### config.mk
export PLATFORM = sky130hd
export DESIGN_NAME = square_tone_envelope_mixer_flat
export DESIGN_NICKNAME = d
export VERILOG_FILES = /design/src/rtl/stem_pkg.sv /design/src/rtl/stem_if.sv /design/src/rtl/stem_ctrl.sv /design/src/rtl/stem_dp.sv /design/src/rtl/square_tone_envelope_mixer.sv /design/src/flat_wrapper.sv
export SDC_FILE = /design/constraint.sdc
export NUM_CORES = 2
export LEC_CHECK = 0
export ABC_AREA = 1
export BUFFER_PORTS_ARGS = -buffer_cell sky130_fd_sc_hd__buf_2
export CAP_MARGIN = 20
export CORE_UTILIZATION = 61
export CTS_CLUSTER_SIZE = 14
export DETAILED_ROUTE_END_ITERATION = 7
export PLACE_DENSITY = 0.82
export SKIP_LAST_GASP = 1
export SLEW_MARGIN = 25
export SYNTH_ARGS = -nofsm -noshare
export SYNTH_HDL_FRONTEND = slang
export SYNTH_SLANG_ARGS = --single-unit
### constraint.sdc
create_clock -name clk -period 9.3 [get_ports clk]
set_clock_uncertainty 0.15 [all_clocks]
set_input_delay 0.465 -clock clk [delete_from_list [all_inputs] [get_ports clk]]
set_output_delay 0.465 -clock clk [all_outputs]
set_load 0.05 [all_outputs]
### src/rtl/stem_pkg.sv
package stem_pkg;

	localparam int COUNT_BITS = 20;
	localparam int PHASE_BITS = 32;

	localparam int SAMPLE_W   = 16;
	localparam int LEN_W      = 20;
	localparam int ALEN_W     = 16;
	localparam int STEP_W     = 17;
	localparam int AMP_W      = 15;
	localparam int PSTEP_W    = 31;
	localparam int CFG_DATA_W = 31;
	localparam int CFG_IDX_W  = 3;

	localparam int CMP_W   = ((COUNT_BITS > LEN_W) ? COUNT_BITS : LEN_W) + 1;
	localparam int PADD_W  = (PHASE_BITS > PSTEP_W) ? PHASE_BITS : PSTEP_W;
	localparam int PROD1_W = LEN_W + STEP_W;
	localparam int PROD2_W = STEP_W + AMP_W;
	localparam int ENV_FRAC = 16;
	localparam int MAG_W   = 16;
	localparam int ACC_W   = SAMPLE_W + 2;

	localparam logic [CFG_IDX_W-1:0] REG_PHASE_STEP     = 3'd0;
	localparam logic [CFG_IDX_W-1:0] REG_NOTE_LENGTH    = 3'd1;
	localparam logic [CFG_IDX_W-1:0] REG_ATTACK_LENGTH  = 3'd2;
	localparam logic [CFG_IDX_W-1:0] REG_ATTACK_STEP    = 3'd3;
	localparam logic [CFG_IDX_W-1:0] REG_RELEASE_LENGTH = 3'd4;
	localparam logic [CFG_IDX_W-1:0] REG_RELEASE_STEP   = 3'd5;
	localparam logic [CFG_IDX_W-1:0] REG_AMPLITUDE      = 3'd6;

	localparam logic [STEP_W-1:0]   ENV_ONE       = 17'h10000;
	localparam logic [ALEN_W-1:0]   ATTACK_LEN_RST  = 16'd220;
	localparam logic [STEP_W-1:0]   ATTACK_STEP_RST = 17'd298;
	localparam logic [LEN_W-1:0]    RELEASE_LEN_RST = 20'd1;
	localparam logic [STEP_W-1:0]   RELEASE_STEP_RST = 17'h10000;

	localparam logic signed [ACC_W-1:0] ACC_MAX = 18'sd32767;
	localparam logic signed [ACC_W-1:0] ACC_MIN = -18'sd32767;

	typedef struct packed {
		logic load;
		logic mul1;
		logic mul2;
		logic finish;
	} stem_cmd_t;

	typedef struct packed {
		logic out_free;
	} stem_sts_t;

endpackage

### src/rtl/stem_if.sv
interface stem_in_if;
	logic                                 valid;
	logic                                 ready;
	logic signed [stem_pkg::SAMPLE_W-1:0] mix_sample;
	logic                                 start_req;

	modport source (output valid, output mix_sample, output start_req, input ready);
	modport sink   (input valid, input mix_sample, input start_req, output ready);
endinterface

interface stem_out_if;
	logic                                 valid;
	logic                                 ready;
	logic signed [stem_pkg::SAMPLE_W-1:0] mixed_sample;
	logic                                 in_note;

	modport source (output valid, output mixed_sample, output in_note, input ready);
	modport sink   (input valid, input mixed_sample, input in_note, output ready);
endinterface

### src/rtl/stem_ctrl.sv
module stem_ctrl (
	input  logic                clk,
	input  logic                arst_n,
	input  logic                in_valid,
	output logic                in_ready,
	input  stem_pkg::stem_sts_t sts,
	output stem_pkg::stem_cmd_t cmd
);

	typedef enum logic [1:0] {
		ST_IDLE,
		ST_MUL1,
		ST_MUL2,
		ST_SUM
	} state_t;

	state_t state_q;

	always_ff @(posedge clk or negedge arst_n) begin
		if (!arst_n) begin
			state_q <= ST_IDLE;
		end else begin
			unique case (state_q)
				ST_IDLE: begin
					if (in_valid) state_q <= ST_MUL1;
				end
				ST_MUL1: state_q <= ST_MUL2;
				ST_MUL2: state_q <= ST_SUM;
				ST_SUM: begin
					if (sts.out_free) state_q <= ST_IDLE;
				end
				default: state_q <= ST_IDLE;
			endcase
		end
	end

	assign in_ready   = (state_q == ST_IDLE);
	assign cmd.load   = in_valid && (state_q == ST_IDLE);
	assign cmd.mul1   = (state_q == ST_MUL1);
	assign cmd.mul2   = (state_q == ST_MUL2);
	assign cmd.finish = (state_q == ST_SUM) && sts.out_free;

	a_finish_free: assert property (@(posedge clk) disable iff (!arst_n)
		cmd.finish |-> sts.out_free) else $error("result written while output held");

	a_load_blocks: assert property (@(posedge clk) disable iff (!arst_n)
		cmd.load |=> !in_ready && cmd.mul1) else $error("request not held off after load");

	a_one_cmd: assert property (@(posedge clk) disable iff (!arst_n)
		$onehot0({cmd.load, cmd.mul1, cmd.mul2, cmd.finish})) else $error("commands overlap");

endmodule

### src/rtl/stem_dp.sv
module stem_dp (
	input  logic                                 clk,
	input  logic                                 arst_n,
	input  stem_pkg::stem_cmd_t                  cmd,
	output stem_pkg::stem_sts_t                  sts,
	input  logic                                 cfg_we,
	input  logic [stem_pkg::CFG_IDX_W-1:0]       cfg_index,
	input  logic [stem_pkg::CFG_DATA_W-1:0]      cfg_data,
	input  logic signed [stem_pkg::SAMPLE_W-1:0] mix_sample,
	input  logic                                 start_req,
	output logic                                 out_valid,
	input  logic                                 out_ready,
	output logic signed [stem_pkg::SAMPLE_W-1:0] mixed_sample,
	output logic                                 in_note
);

	logic [stem_pkg::PSTEP_W-1:0]    phase_step_q;
	logic [stem_pkg::LEN_W-1:0]      note_length_q;
	logic [stem_pkg::ALEN_W-1:0]     attack_length_q;
	logic [stem_pkg::STEP_W-1:0]     attack_step_q;
	logic [stem_pkg::LEN_W-1:0]      release_length_q;
	logic [stem_pkg::STEP_W-1:0]     release_step_q;
	logic [stem_pkg::AMP_W-1:0]      amplitude_q;

	logic [stem_pkg::COUNT_BITS-1:0] idx_q;
	logic [stem_pkg::PHASE_BITS-1:0] phase_q;

	logic signed [stem_pkg::SAMPLE_W-1:0] mix_q;
	logic                                 neg_q;
	logic                                 note_q;
	logic [stem_pkg::LEN_W-1:0]           opa_q;
	logic [stem_pkg::STEP_W-1:0]          opb_q;
	logic [stem_pkg::PROD1_W-1:0]         prod1_q;
	logic [stem_pkg::PROD2_W-1:0]         prod2_q;

	logic                                 out_valid_q;
	logic signed [stem_pkg::SAMPLE_W-1:0] mixed_q;
	logic                                 in_note_q;

	logic [stem_pkg::COUNT_BITS-1:0] i_now;
	logic [stem_pkg::CMP_W-1:0]      i_ext;
	logic [stem_pkg::CMP_W-1:0]      nl_ext;
	logic [stem_pkg::CMP_W-1:0]      rel_end;
	logic [stem_pkg::CMP_W-1:0]      remain;
	logic                            is_note;
	logic                            is_atk;
	logic                            is_rel;
	logic [stem_pkg::STEP_W-1:0]     env;
	logic [stem_pkg::MAG_W-1:0]      mag;
	logic signed [stem_pkg::ACC_W-1:0] mix_ext;
	logic signed [stem_pkg::ACC_W-1:0] mag_ext;
	logic signed [stem_pkg::ACC_W-1:0] acc;
	logic signed [stem_pkg::ACC_W-1:0] acc_sat;
	logic [stem_pkg::PADD_W-1:0]     phase_sum;

	always_ff @(posedge clk or negedge arst_n) begin
		if (!arst_n) begin
			phase_step_q     <= '0;
			note_length_q    <= '0;
			attack_length_q  <= stem_pkg::ATTACK_LEN_RST;
			attack_step_q    <= stem_pkg::ATTACK_STEP_RST;
			release_length_q <= stem_pkg::RELEASE_LEN_RST;
			release_step_q   <= stem_pkg::RELEASE_STEP_RST;
			amplitude_q      <= '0;
		end else if (cfg_we) begin
			unique case (cfg_index)
				stem_pkg::REG_PHASE_STEP:     phase_step_q <= cfg_data[stem_pkg::PSTEP_W-1:0];
				stem_pkg::REG_NOTE_LENGTH:    note_length_q <= cfg_data[stem_pkg::LEN_W-1:0];
				stem_pkg::REG_ATTACK_LENGTH:  attack_length_q <= cfg_data[stem_pkg::ALEN_W-1:0];
				stem_pkg::REG_ATTACK_STEP:    attack_step_q <= cfg_data[stem_pkg::STEP_W-1:0];
				stem_pkg::REG_RELEASE_LENGTH: release_length_q <= cfg_data[stem_pkg::LEN_W-1:0];
				stem_pkg::REG_RELEASE_STEP:   release_step_q <= cfg_data[stem_pkg::STEP_W-1:0];
				stem_pkg::REG_AMPLITUDE:      amplitude_q <= cfg_data[stem_pkg::AMP_W-1:0];
				default: ;
			endcase
		end
	end

	// classify the sample against the note, attack and release windows
	always_comb begin
		i_now   = start_req ? '0 : idx_q;
		i_ext   = stem_pkg::CMP_W'(i_now);
		nl_ext  = stem_pkg::CMP_W'(note_length_q);
		rel_end = i_ext + stem_pkg::CMP_W'(release_length_q);
		remain  = nl_ext - i_ext;
		is_note = i_ext < nl_ext;
		is_atk  = i_ext < stem_pkg::CMP_W'(attack_length_q);
		is_rel  = rel_end > nl_ext;
	end

	always_comb begin
		env = (prod1_q > stem_pkg::PROD1_W'(stem_pkg::ENV_ONE)) ? stem_pkg::ENV_ONE
			: prod1_q[stem_pkg::STEP_W-1:0];
		mag = prod2_q[stem_pkg::MAG_W+stem_pkg::ENV_FRAC-1:stem_pkg::ENV_FRAC];
		mix_ext = stem_pkg::ACC_W'(mix_q);
		mag_ext = $signed({2'b00, mag});
		acc     = neg_q ? (mix_ext - mag_ext) : (mix_ext + mag_ext);
		priority if (acc > stem_pkg::ACC_MAX) acc_sat = stem_pkg::ACC_MAX;
		else if (acc < stem_pkg::ACC_MIN)     acc_sat = stem_pkg::ACC_MIN;
		else                                  acc_sat = acc;
		phase_sum = stem_pkg::PADD_W'(phase_q) + stem_pkg::PADD_W'(phase_step_q);
	end

	always_ff @(posedge clk or negedge arst_n) begin
		if (!arst_n) begin
			idx_q   <= '0;
			phase_q <= '0;
		end else if (cmd.load && start_req) begin
			idx_q   <= '0;
			phase_q <= '0;
		end else if (cmd.finish && note_q) begin
			if (idx_q != '1) idx_q <= idx_q + 1'b1;
			phase_q <= phase_sum[stem_pkg::PHASE_BITS-1:0];
		end
	end

	always_ff @(posedge clk) begin
		if (cmd.load) begin
			mix_q  <= mix_sample;
			neg_q  <= start_req ? 1'b0 : phase_q[stem_pkg::PHASE_BITS-1];
			note_q <= is_note;
			if (is_atk) begin
				opa_q <= i_ext[stem_pkg::LEN_W-1:0];
				opb_q <= attack_step_q;
			end else if (is_rel) begin
				opa_q <= remain[stem_pkg::LEN_W-1:0];
				opb_q <= release_step_q;
			end else begin
				opa_q <= stem_pkg::LEN_W'(1);
				opb_q <= stem_pkg::ENV_ONE;
			end
		end
		if (cmd.mul1) prod1_q <= opa_q * opb_q;
		if (cmd.mul2) prod2_q <= env * amplitude_q;
		if (cmd.finish) begin
			mixed_q   <= note_q ? acc_sat[stem_pkg::SAMPLE_W-1:0] : mix_q;
			in_note_q <= note_q;
		end
	end

	always_ff @(posedge clk or negedge arst_n) begin
		if (!arst_n) begin
			out_valid_q <= 1'b0;
		end else if (cmd.finish) begin
			out_valid_q <= 1'b1;
		end else if (out_ready) begin
			out_valid_q <= 1'b0;
		end
	end

	assign sts.out_free  = !out_valid_q || out_ready;
	assign out_valid     = out_valid_q;
	assign mixed_sample  = mixed_q;
	assign in_note       = in_note_q;

	a_valid_from_finish: assert property (@(posedge clk) disable iff (!arst_n)
		$rose(out_valid_q) |-> $past(cmd.finish)) else $error("result without finish");

	a_note_saturated: assert property (@(posedge clk) disable iff (!arst_n)
		(out_valid_q && in_note_q) |-> (mixed_q != -16'sd32768))
		else $error("tone sum not saturated");

	a_state_cleared: assert property (@(posedge clk) disable iff (!arst_n)
		(cmd.load && start_req) |=> (idx_q == '0) && (phase_q == '0))
		else $error("start request did not clear note state");

endmodule

### src/rtl/square_tone_envelope_mixer.sv
// A request is taken only in IDLE and passes through the MUL1, MUL2 and SUM states;
// the envelope and amplitude products are formed in MUL1 and MUL2. The result is
// registered on leaving SUM, and SUM waits while an earlier result is untaken.
// A waiting result does not block: the next request is taken while it is held.
// Reset (arst_n low, asynchronous) clears the sample index, phase, output valid
// and loads the register defaults.
module square_tone_envelope_mixer (
	input  logic                              clk,
	input  logic                              arst_n,
	stem_in_if.sink                           in_ch,
	stem_out_if.source                        out_ch,
	input  logic                              cfg_we,
	input  logic [stem_pkg::CFG_IDX_W-1:0]    cfg_index,
	input  logic [stem_pkg::CFG_DATA_W-1:0]   cfg_data
);

	stem_pkg::stem_cmd_t cmd;
	stem_pkg::stem_sts_t sts;

	stem_ctrl u_ctrl (
		.clk      (clk),
		.arst_n   (arst_n),
		.in_valid (in_ch.valid),
		.in_ready (in_ch.ready),
		.sts      (sts),
		.cmd      (cmd)
	);

	stem_dp u_dp (
		.clk          (clk),
		.arst_n       (arst_n),
		.cmd          (cmd),
		.sts          (sts),
		.cfg_we       (cfg_we),
		.cfg_index    (cfg_index),
		.cfg_data     (cfg_data),
		.mix_sample   (in_ch.mix_sample),
		.start_req    (in_ch.start_req),
		.out_valid    (out_ch.valid),
		.out_ready    (out_ch.ready),
		.mixed_sample (out_ch.mixed_sample),
		.in_note      (out_ch.in_note)
	);

endmodule

### src/flat_wrapper.sv
// flat-port wrapper written by rule: the top's interface ports become plain ports
module square_tone_envelope_mixer_flat 
  (clk, arst_n, cfg_we, cfg_index, cfg_data, in_ch_valid, in_ch_mix_sample, in_ch_start_req, in_ch_ready, out_ch_valid, out_ch_mixed_sample, out_ch_in_note, out_ch_ready);
  stem_in_if in_ch_i ();
  stem_out_if out_ch_i ();
  input  logic clk;
  input  logic arst_n;
  input  logic cfg_we;
  input  logic [stem_pkg::CFG_IDX_W-1:0] cfg_index;
  input  logic [stem_pkg::CFG_DATA_W-1:0] cfg_data;
  input wire logic [$bits(in_ch_i.valid)-1:0] in_ch_valid;
  input wire logic [$bits(in_ch_i.mix_sample)-1:0] in_ch_mix_sample;
  input wire logic [$bits(in_ch_i.start_req)-1:0] in_ch_start_req;
  output wire logic [$bits(in_ch_i.ready)-1:0] in_ch_ready;
  output wire logic [$bits(out_ch_i.valid)-1:0] out_ch_valid;
  output wire logic [$bits(out_ch_i.mixed_sample)-1:0] out_ch_mixed_sample;
  output wire logic [$bits(out_ch_i.in_note)-1:0] out_ch_in_note;
  input wire logic [$bits(out_ch_i.ready)-1:0] out_ch_ready;
  assign in_ch_i.valid = in_ch_valid;
  assign in_ch_i.mix_sample = in_ch_mix_sample;
  assign in_ch_i.start_req = in_ch_start_req;
  assign in_ch_ready = in_ch_i.ready;
  assign out_ch_valid = out_ch_i.valid;
  assign out_ch_mixed_sample = out_ch_i.mixed_sample;
  assign out_ch_in_note = out_ch_i.in_note;
  assign out_ch_i.ready = out_ch_ready;
  square_tone_envelope_mixer u_core (.clk(clk), .arst_n(arst_n), .in_ch(in_ch_i), .out_ch(out_ch_i), .cfg_we(cfg_we), .cfg_index(cfg_index), .cfg_data(cfg_data));
endmodule
Word level (Yosys, flattened, before mapping)
Index checks and enable logic that the tools add are counted.

storage, ports and cells
  logic and storage cells = 86
  bits in registers = 332

operators by class
  add/subtract/negate cells = 6
  eq/ne operators = 12
  reduce and logical (&&, ||, !) cells = 20
  magnitude comparators = 6
  multiplexer cells = 20
  multipliers = 2

operators with widths
  operator                                                       number
  2-to-1 mux 20 bit                                              6
  2-to-1 mux 32 bit                                              2
  2-to-1 mux 17 bit                                              3
  2-to-1 mux 16 bit                                              3
  > comparator 37 x 17 -> 1 bit (second input constant)          1
  multiplier 20 x 17 -> 37 bit                                   1
  adder 32 x 31 -> 32 bit                                        1
  multiplier 17 x 15 -> 32 bit                                   1
  adder 20 x 20 -> 21 bit                                        1
  > comparator 21 x 20 -> 1 bit                                  1
  adder 20 x 1 -> 20 bit (second input constant)                 1
  less-than comparator 20 x 16 -> 1 bit                          1
  less-than comparator 20 bit                                    1
  != test 20 bit (second input constant)                         1
  subtractor 20 bit                                              1
  adder 16 x 17 -> 18 bit                                        1
  > comparator 18 x 16 -> 1 bit (second input constant)          1
  less-than comparator 18 x 16 -> 1 bit (second input constant)  1
  2-to-1 mux 18 bit                                              1
  AND reduction 2 bit                                            9
  subtractor 16 x 17 -> 18 bit                                   1
  == test 3 bit (second input constant)                          3
  one-hot mux 2 bit (4 select lines)                             1
  == test 3 x 2 -> 1 bit (second input constant)                 2
  12 further kinds                                               21

Depth between registers and ports, before layout
  depth after elaboration = 6
  gate-level depth with buffers = 37
  gate-level depth less buffers = 35

Hierarchy
From an unflattened synthesis, not the netlist that was laid out.

unflattened totals
  cell total of the unflattened synthesis = 4,712
  area, all modules = 37,659.9 um^2

by module, submodules not included
  module     instances  cells an instance  seq. area each (um^2)  area an instance (um^2)
  stem_dp    1          4,685              8,496.9                37,462.2
  stem_ctrl  1          27                 50.0                   197.7

Worst setup path before layout
OpenSTA, ideal clock, no wires.

  kind = reg2reg
  from = register u_core.u_dp.prod1_q[20] in the netlist's numbering
  to = register u_core.u_dp.prod2_q[29] in the netlist's numbering, data pin
  arrival = 5.857 ns
  path buffers = 1
  path slack = 3.033 ns
  clock period less this slack = 6.267 ns
  required time = 8.890 ns
  stages on the path, launching flop included = 31
  cell sequence = edfxtp_1 > nor2_1 > nand2_1 > nor2_1 > nand2_1 > nor2_2 > nand2_1 > inv_1 > buf_2 > nand2_1 > inv_1 > nand2_1 > fa_1 > fa_1 > inv_1 > fa_1 > fa_1 > fa_1 > inv_1 > fa_1 > inv_1 > ha_1 > a21oi_1 > inv_1 > a31oi_1 > o21ai_0 > a21oi_1 > nand2_1 > nand2_1 > nand2_1 > xor2_1

on the way
  cells in the longest elaborated chain, start to end = 3

RTL lines
  element                        line            source
  from (decl)                    stem_dp.sv:33   logic [stem_pkg::PROD1_W-1:0] prod1_q;
  from (signal assigned)         stem_dp.sv:133  if (cmd.mul1) prod1_q <= opa_q * opb_q;
  > comparator 37 x 17 -> 1 bit  stem_dp.sv:92   env = (prod1_q > stem_pkg::PROD1_W'(stem_pkg::ENV_ONE)) ? stem_pkg::ENV_ONE
  2-to-1 mux 17 bit              stem_dp.sv:92
  multiplier 17 x 15 -> 32 bit   stem_dp.sv:134  if (cmd.mul2) prod2_q <= env * amplitude_q;
  to (signal assigned)           stem_dp.sv:134
  to (decl)                      stem_dp.sv:34   logic [stem_pkg::PROD2_W-1:0] prod2_q;

No other way between the ends.
A chain may end at the register's enable or synchronous reset.

Worst setup path after layout
  from = register u_core.u_dp.prod1_q[22] in the netlist's numbering
  to = register u_core.u_dp.prod2_q[28] in the netlist's numbering, data pin

The elaborated chain is that of the path after synthesis.

==> results.cfg <==
[synth]
netlist.top_cell.by_area = sky130_fd_sc_hd__fa_1
postSynthCellCount = 4642
ys.flop_type = sky130_fd_sc_hd__dfrtp_1
synth_edf_count = 125
syn-mean-instance-area_um2 = 8.09
synth_seq_area_share = 0.228
synth.yosys.warnings = 0
synthesis.area_um2 = 37600
ys_types = 65
syn_nets = 5496
netlist_top_cells_area = sky130_fd_sc_hd__fa_1 25%, sky130_fd_sc_hd__dfrtp_1 12%, sky130_fd_sc_hd__nand2_1 11%
post-synth-top-area-fraction = 0.248
synthArstFlopShare = 0.604
synth-seq-cells = 316

[timing]
final-hold-violation-count = 0
grt_setup_unrepaired = no
slew_violations = 0
finalCritPeriodShare = 0.791
slew-limit-headroom = 0.282
setup_tns_ps = 0
max_freq_mhz = 136
final-setup-viol-count = 0
layout_min_cycle_time_ps = 7360
tightestPinTransition_ps = 1080

[floorplan]
dieHeight_um = 250
floorplan.rows = 90
core-area_um2 = 60600
initial_cell_density_of_the_core = 0.620
dieArea_um2 = 62600
die_width_um = 250
design.portCount = 75

[routing]
post_drt_wl_per_cell_um = 18.2
postRouteWirelength_mm = 99.4
drt-vias-per-instance = 5.65
drc_errors = 0
ant_nets = 0
drtIter0Drc = 2583
first_pass_iters = 6
routed-via-count = 30800

[final_layout]
final-seq-area_um2 = 8550
antenna_cells = 0
layout-area-overhead-vs-synth_pct = 6.43
multi_input_comb_area_um2 = 24800
nets = 5503
nFillCells = 4985
post_route_cells_drive_above_1_share = 0.0509

[setup_path]
setup.worst_path.start_class = register
crit_path_end_kind = register
cpMostUsedCell = sky130_fd_sc_hd__nand2_1
worst_path_largest_cell_delay_ps = 580
worst-r2r-cell-count = 31
worst-endpoint-required_ps = 9460
worstPathArrival_ps = 7510
crit_path_max_fanout = 11
timing.setup.critical_path_class = register to register
critical-path-slowest-cell = sky130_fd_sc_hd__fa_1

[cts]
clock_path_buffers = 3
cts_made_buffers = 37
h-tree-depth = 2
post-cts-setup-buffers = 0
clock-root-buffer = sky130_fd_sc_hd__clkbuf_16
path_clk_slew_ps = 60
tritoncts_num_sinks = 316
cts_resized = 0
clock_latency_ps = 580
clock_tree_from_tritoncts = built
ctsHoldBuffers = 28

[job]
cap_viol_max_count = 0

[placement]
dp_hpwl_mm = 76.4
input_output_buffers = 74
globalplace.congestion = 0.982

[global_routing]
grt_max_degree = 68
antenna_violations_before_repair = 1
first_global_vias = 31300
grt_first_pass_wirelength_mm = 162
grt.total_usage = 0.326
grt_overflow = 0

[min_path]
min_path_type = primary input to register
worst_hold_path.num_cells = 4

[status]
outcome = finished clean
[metrics by stage]
stage / instances / cell area [um^2] / utilization / worst slack (ps) / hold WS, ps
3_5_place_dp: 5364 / 38400 / 0.634 / 2070 / 320
2_1_floorplan: 4642 / 37600 / - / 3030 / 19.4
5_1_grt: 5460 / 40000 / 0.660 / 1490 / 41.5
4_1_cts: 5460 / 40000 / 0.660 / 2000 / 0.641
6_report: 5460 / 40000 / 0.660 / 1940 / 21.0
3_3_place_gp: 5364 / 38400 / 0.634 / 2150 / 315
[per-layer routing]
metal	vias up	part of all wire	track usage
met1	14800	0.40	0.427
met5	-	0.00013	0
met4	2	0.040	0.128
met3	278	0.094	0.0651
met2	1436	0.47	0.535
li1	14300	-	-
[worst paths after layout]
path	start	slack, ps	to
worst max-delay path	u_core.u_dp.prod1_q[22]	1940	u_core.u_dp.prod2_q[28]
worst min-delay path	out_ch_ready	20	u_core.u_dp.out_valid
worst max register to register	u_core.u_dp.prod1_q[22]	1940	u_core.u_dp.prod2_q[28]
worst min register to register	u_core.u_dp.phase_q[24]	330	u_core.u_dp.phase_q[24]
max in group asynchronous	arst_n	6640	u_core.u_dp.phase_step_q[1]
min in group asynchronous	arst_n	290	u_core.u_dp.attack_step_q[13]
[flip-flops by register name, indices dropped and copies added, names as in the netlist, 17 cells and up]
name	count
u_core.u_dp.attack_step_q	17
u_core.u_dp.idx_q	20
u_core.u_dp.opb_q	17
u_core.u_dp.release_length_q	20
u_core.u_dp.opa_q	20
u_core.u_dp.phase_q	32
u_core.u_dp.prod1_q	37
u_core.u_dp.note_length_q	20
u_core.u_dp.release_step_q	17
u_core.u_dp.phase_step_q	31
[cells in the mapped netlist, types with 4 or more instances]
cell type and count:
sky130_fd_sc_hd__a211oi_1 8, sky130_fd_sc_hd__a21boi_0 6, sky130_fd_sc_hd__a21o_1 22, sky130_fd_sc_hd__a21oi_1 200, sky130_fd_sc_hd__a21oi_2 11, sky130_fd_sc_hd__a31oi_1 22, sky130_fd_sc_hd__buf_1 6, sky130_fd_sc_hd__buf_2 8
sky130_fd_sc_hd__buf_4 4, sky130_fd_sc_hd__clkbuf_1 125, sky130_fd_sc_hd__clkinv_1 6, sky130_fd_sc_hd__dfrtp_1 180, sky130_fd_sc_hd__dfstp_2 11, sky130_fd_sc_hd__edfxtp_1 125, sky130_fd_sc_hd__fa_1 465, sky130_fd_sc_hd__ha_1 333
sky130_fd_sc_hd__inv_1 942, sky130_fd_sc_hd__inv_2 8, sky130_fd_sc_hd__mux2_2 11, sky130_fd_sc_hd__nand2_1 1132, sky130_fd_sc_hd__nand2_2 13, sky130_fd_sc_hd__nand2_4 11, sky130_fd_sc_hd__nand3_1 92, sky130_fd_sc_hd__nand3_2 6
sky130_fd_sc_hd__nand3b_1 7, sky130_fd_sc_hd__nand4_1 26, sky130_fd_sc_hd__nor2_1 363, sky130_fd_sc_hd__nor2_2 4, sky130_fd_sc_hd__nor3_1 44, sky130_fd_sc_hd__nor4_1 15, sky130_fd_sc_hd__o211ai_1 10, sky130_fd_sc_hd__o21a_1 10
sky130_fd_sc_hd__o21ai_0 242, sky130_fd_sc_hd__o21ai_1 22, sky130_fd_sc_hd__o21bai_1 6, sky130_fd_sc_hd__o221ai_1 4, sky130_fd_sc_hd__o31ai_1 9, sky130_fd_sc_hd__xnor2_1 39, sky130_fd_sc_hd__xor2_1 59
[layout make-up]
type | instances | area share
inverters | 956 | 0.0898
flip-flops and latches | 316 | 0.214
well taps | 782 | 0.0245
multi-input cells | 3225 | 0.621
repair buffers | 113 | 0.0186
clock inverters | 19 | 0.00723
clock buffers | 49 | 0.0248
[cell usage in the layout (no fill, tap or decap), drive strengths merged, types with 9 or more instances in the layout]
| cell | instances |
|---|---|
| mux2 | 11 |
| nor2 | 369 |
| o31ai | 9 |
| o21a | 10 |
| inv | 951 |
| dlygate4sd3 | 28 |
| fa | 465 |
| o21ai | 265 |
| nor3 | 49 |
| xnor2 | 40 |
| nand3 | 98 |
| dfrtp | 180 |
| o211ai | 10 |
| a21oi | 213 |
| edfxtp | 125 |
| nand2 | 1156 |
| xor2 | 60 |
| clkbuf | 50 |
| buf | 84 |
| nor4 | 15 |
| ha | 333 |
| clkinv | 18 |
| nand4 | 26 |
| dfstp | 11 |
| a21o | 22 |
| a31oi | 22 |
[worst max-delay path: cells and delay by family (launching register included)]
kind	cells	cell delay, ps
AND/OR/NAND/NOR	17	2190
adder cells (fa/ha/maj)	7	3440
buffers and inverters	7	920
flip-flops	1	390
[cells by family (layout without fill, tap and decap cells)]
kind of cell / count (synthesis) / count (layout) / synth area share
compound gates: 588 / 588 / 0.0875
xor+xnor: 100 / 100 / 0.0240
fa+ha+maj: 798 / 798 / 0.359
buf+inv: 1101 / 1137 / 0.111
flops: 316 / 316 / 0.228
mux: 11 / 11 / 0.00330
simple gates: 1728 / 1728 / 0.187
Power is left out: the tool's default activity adds up to more than one toggle a clock period on the data nets, which glitch-free logic cannot reach.
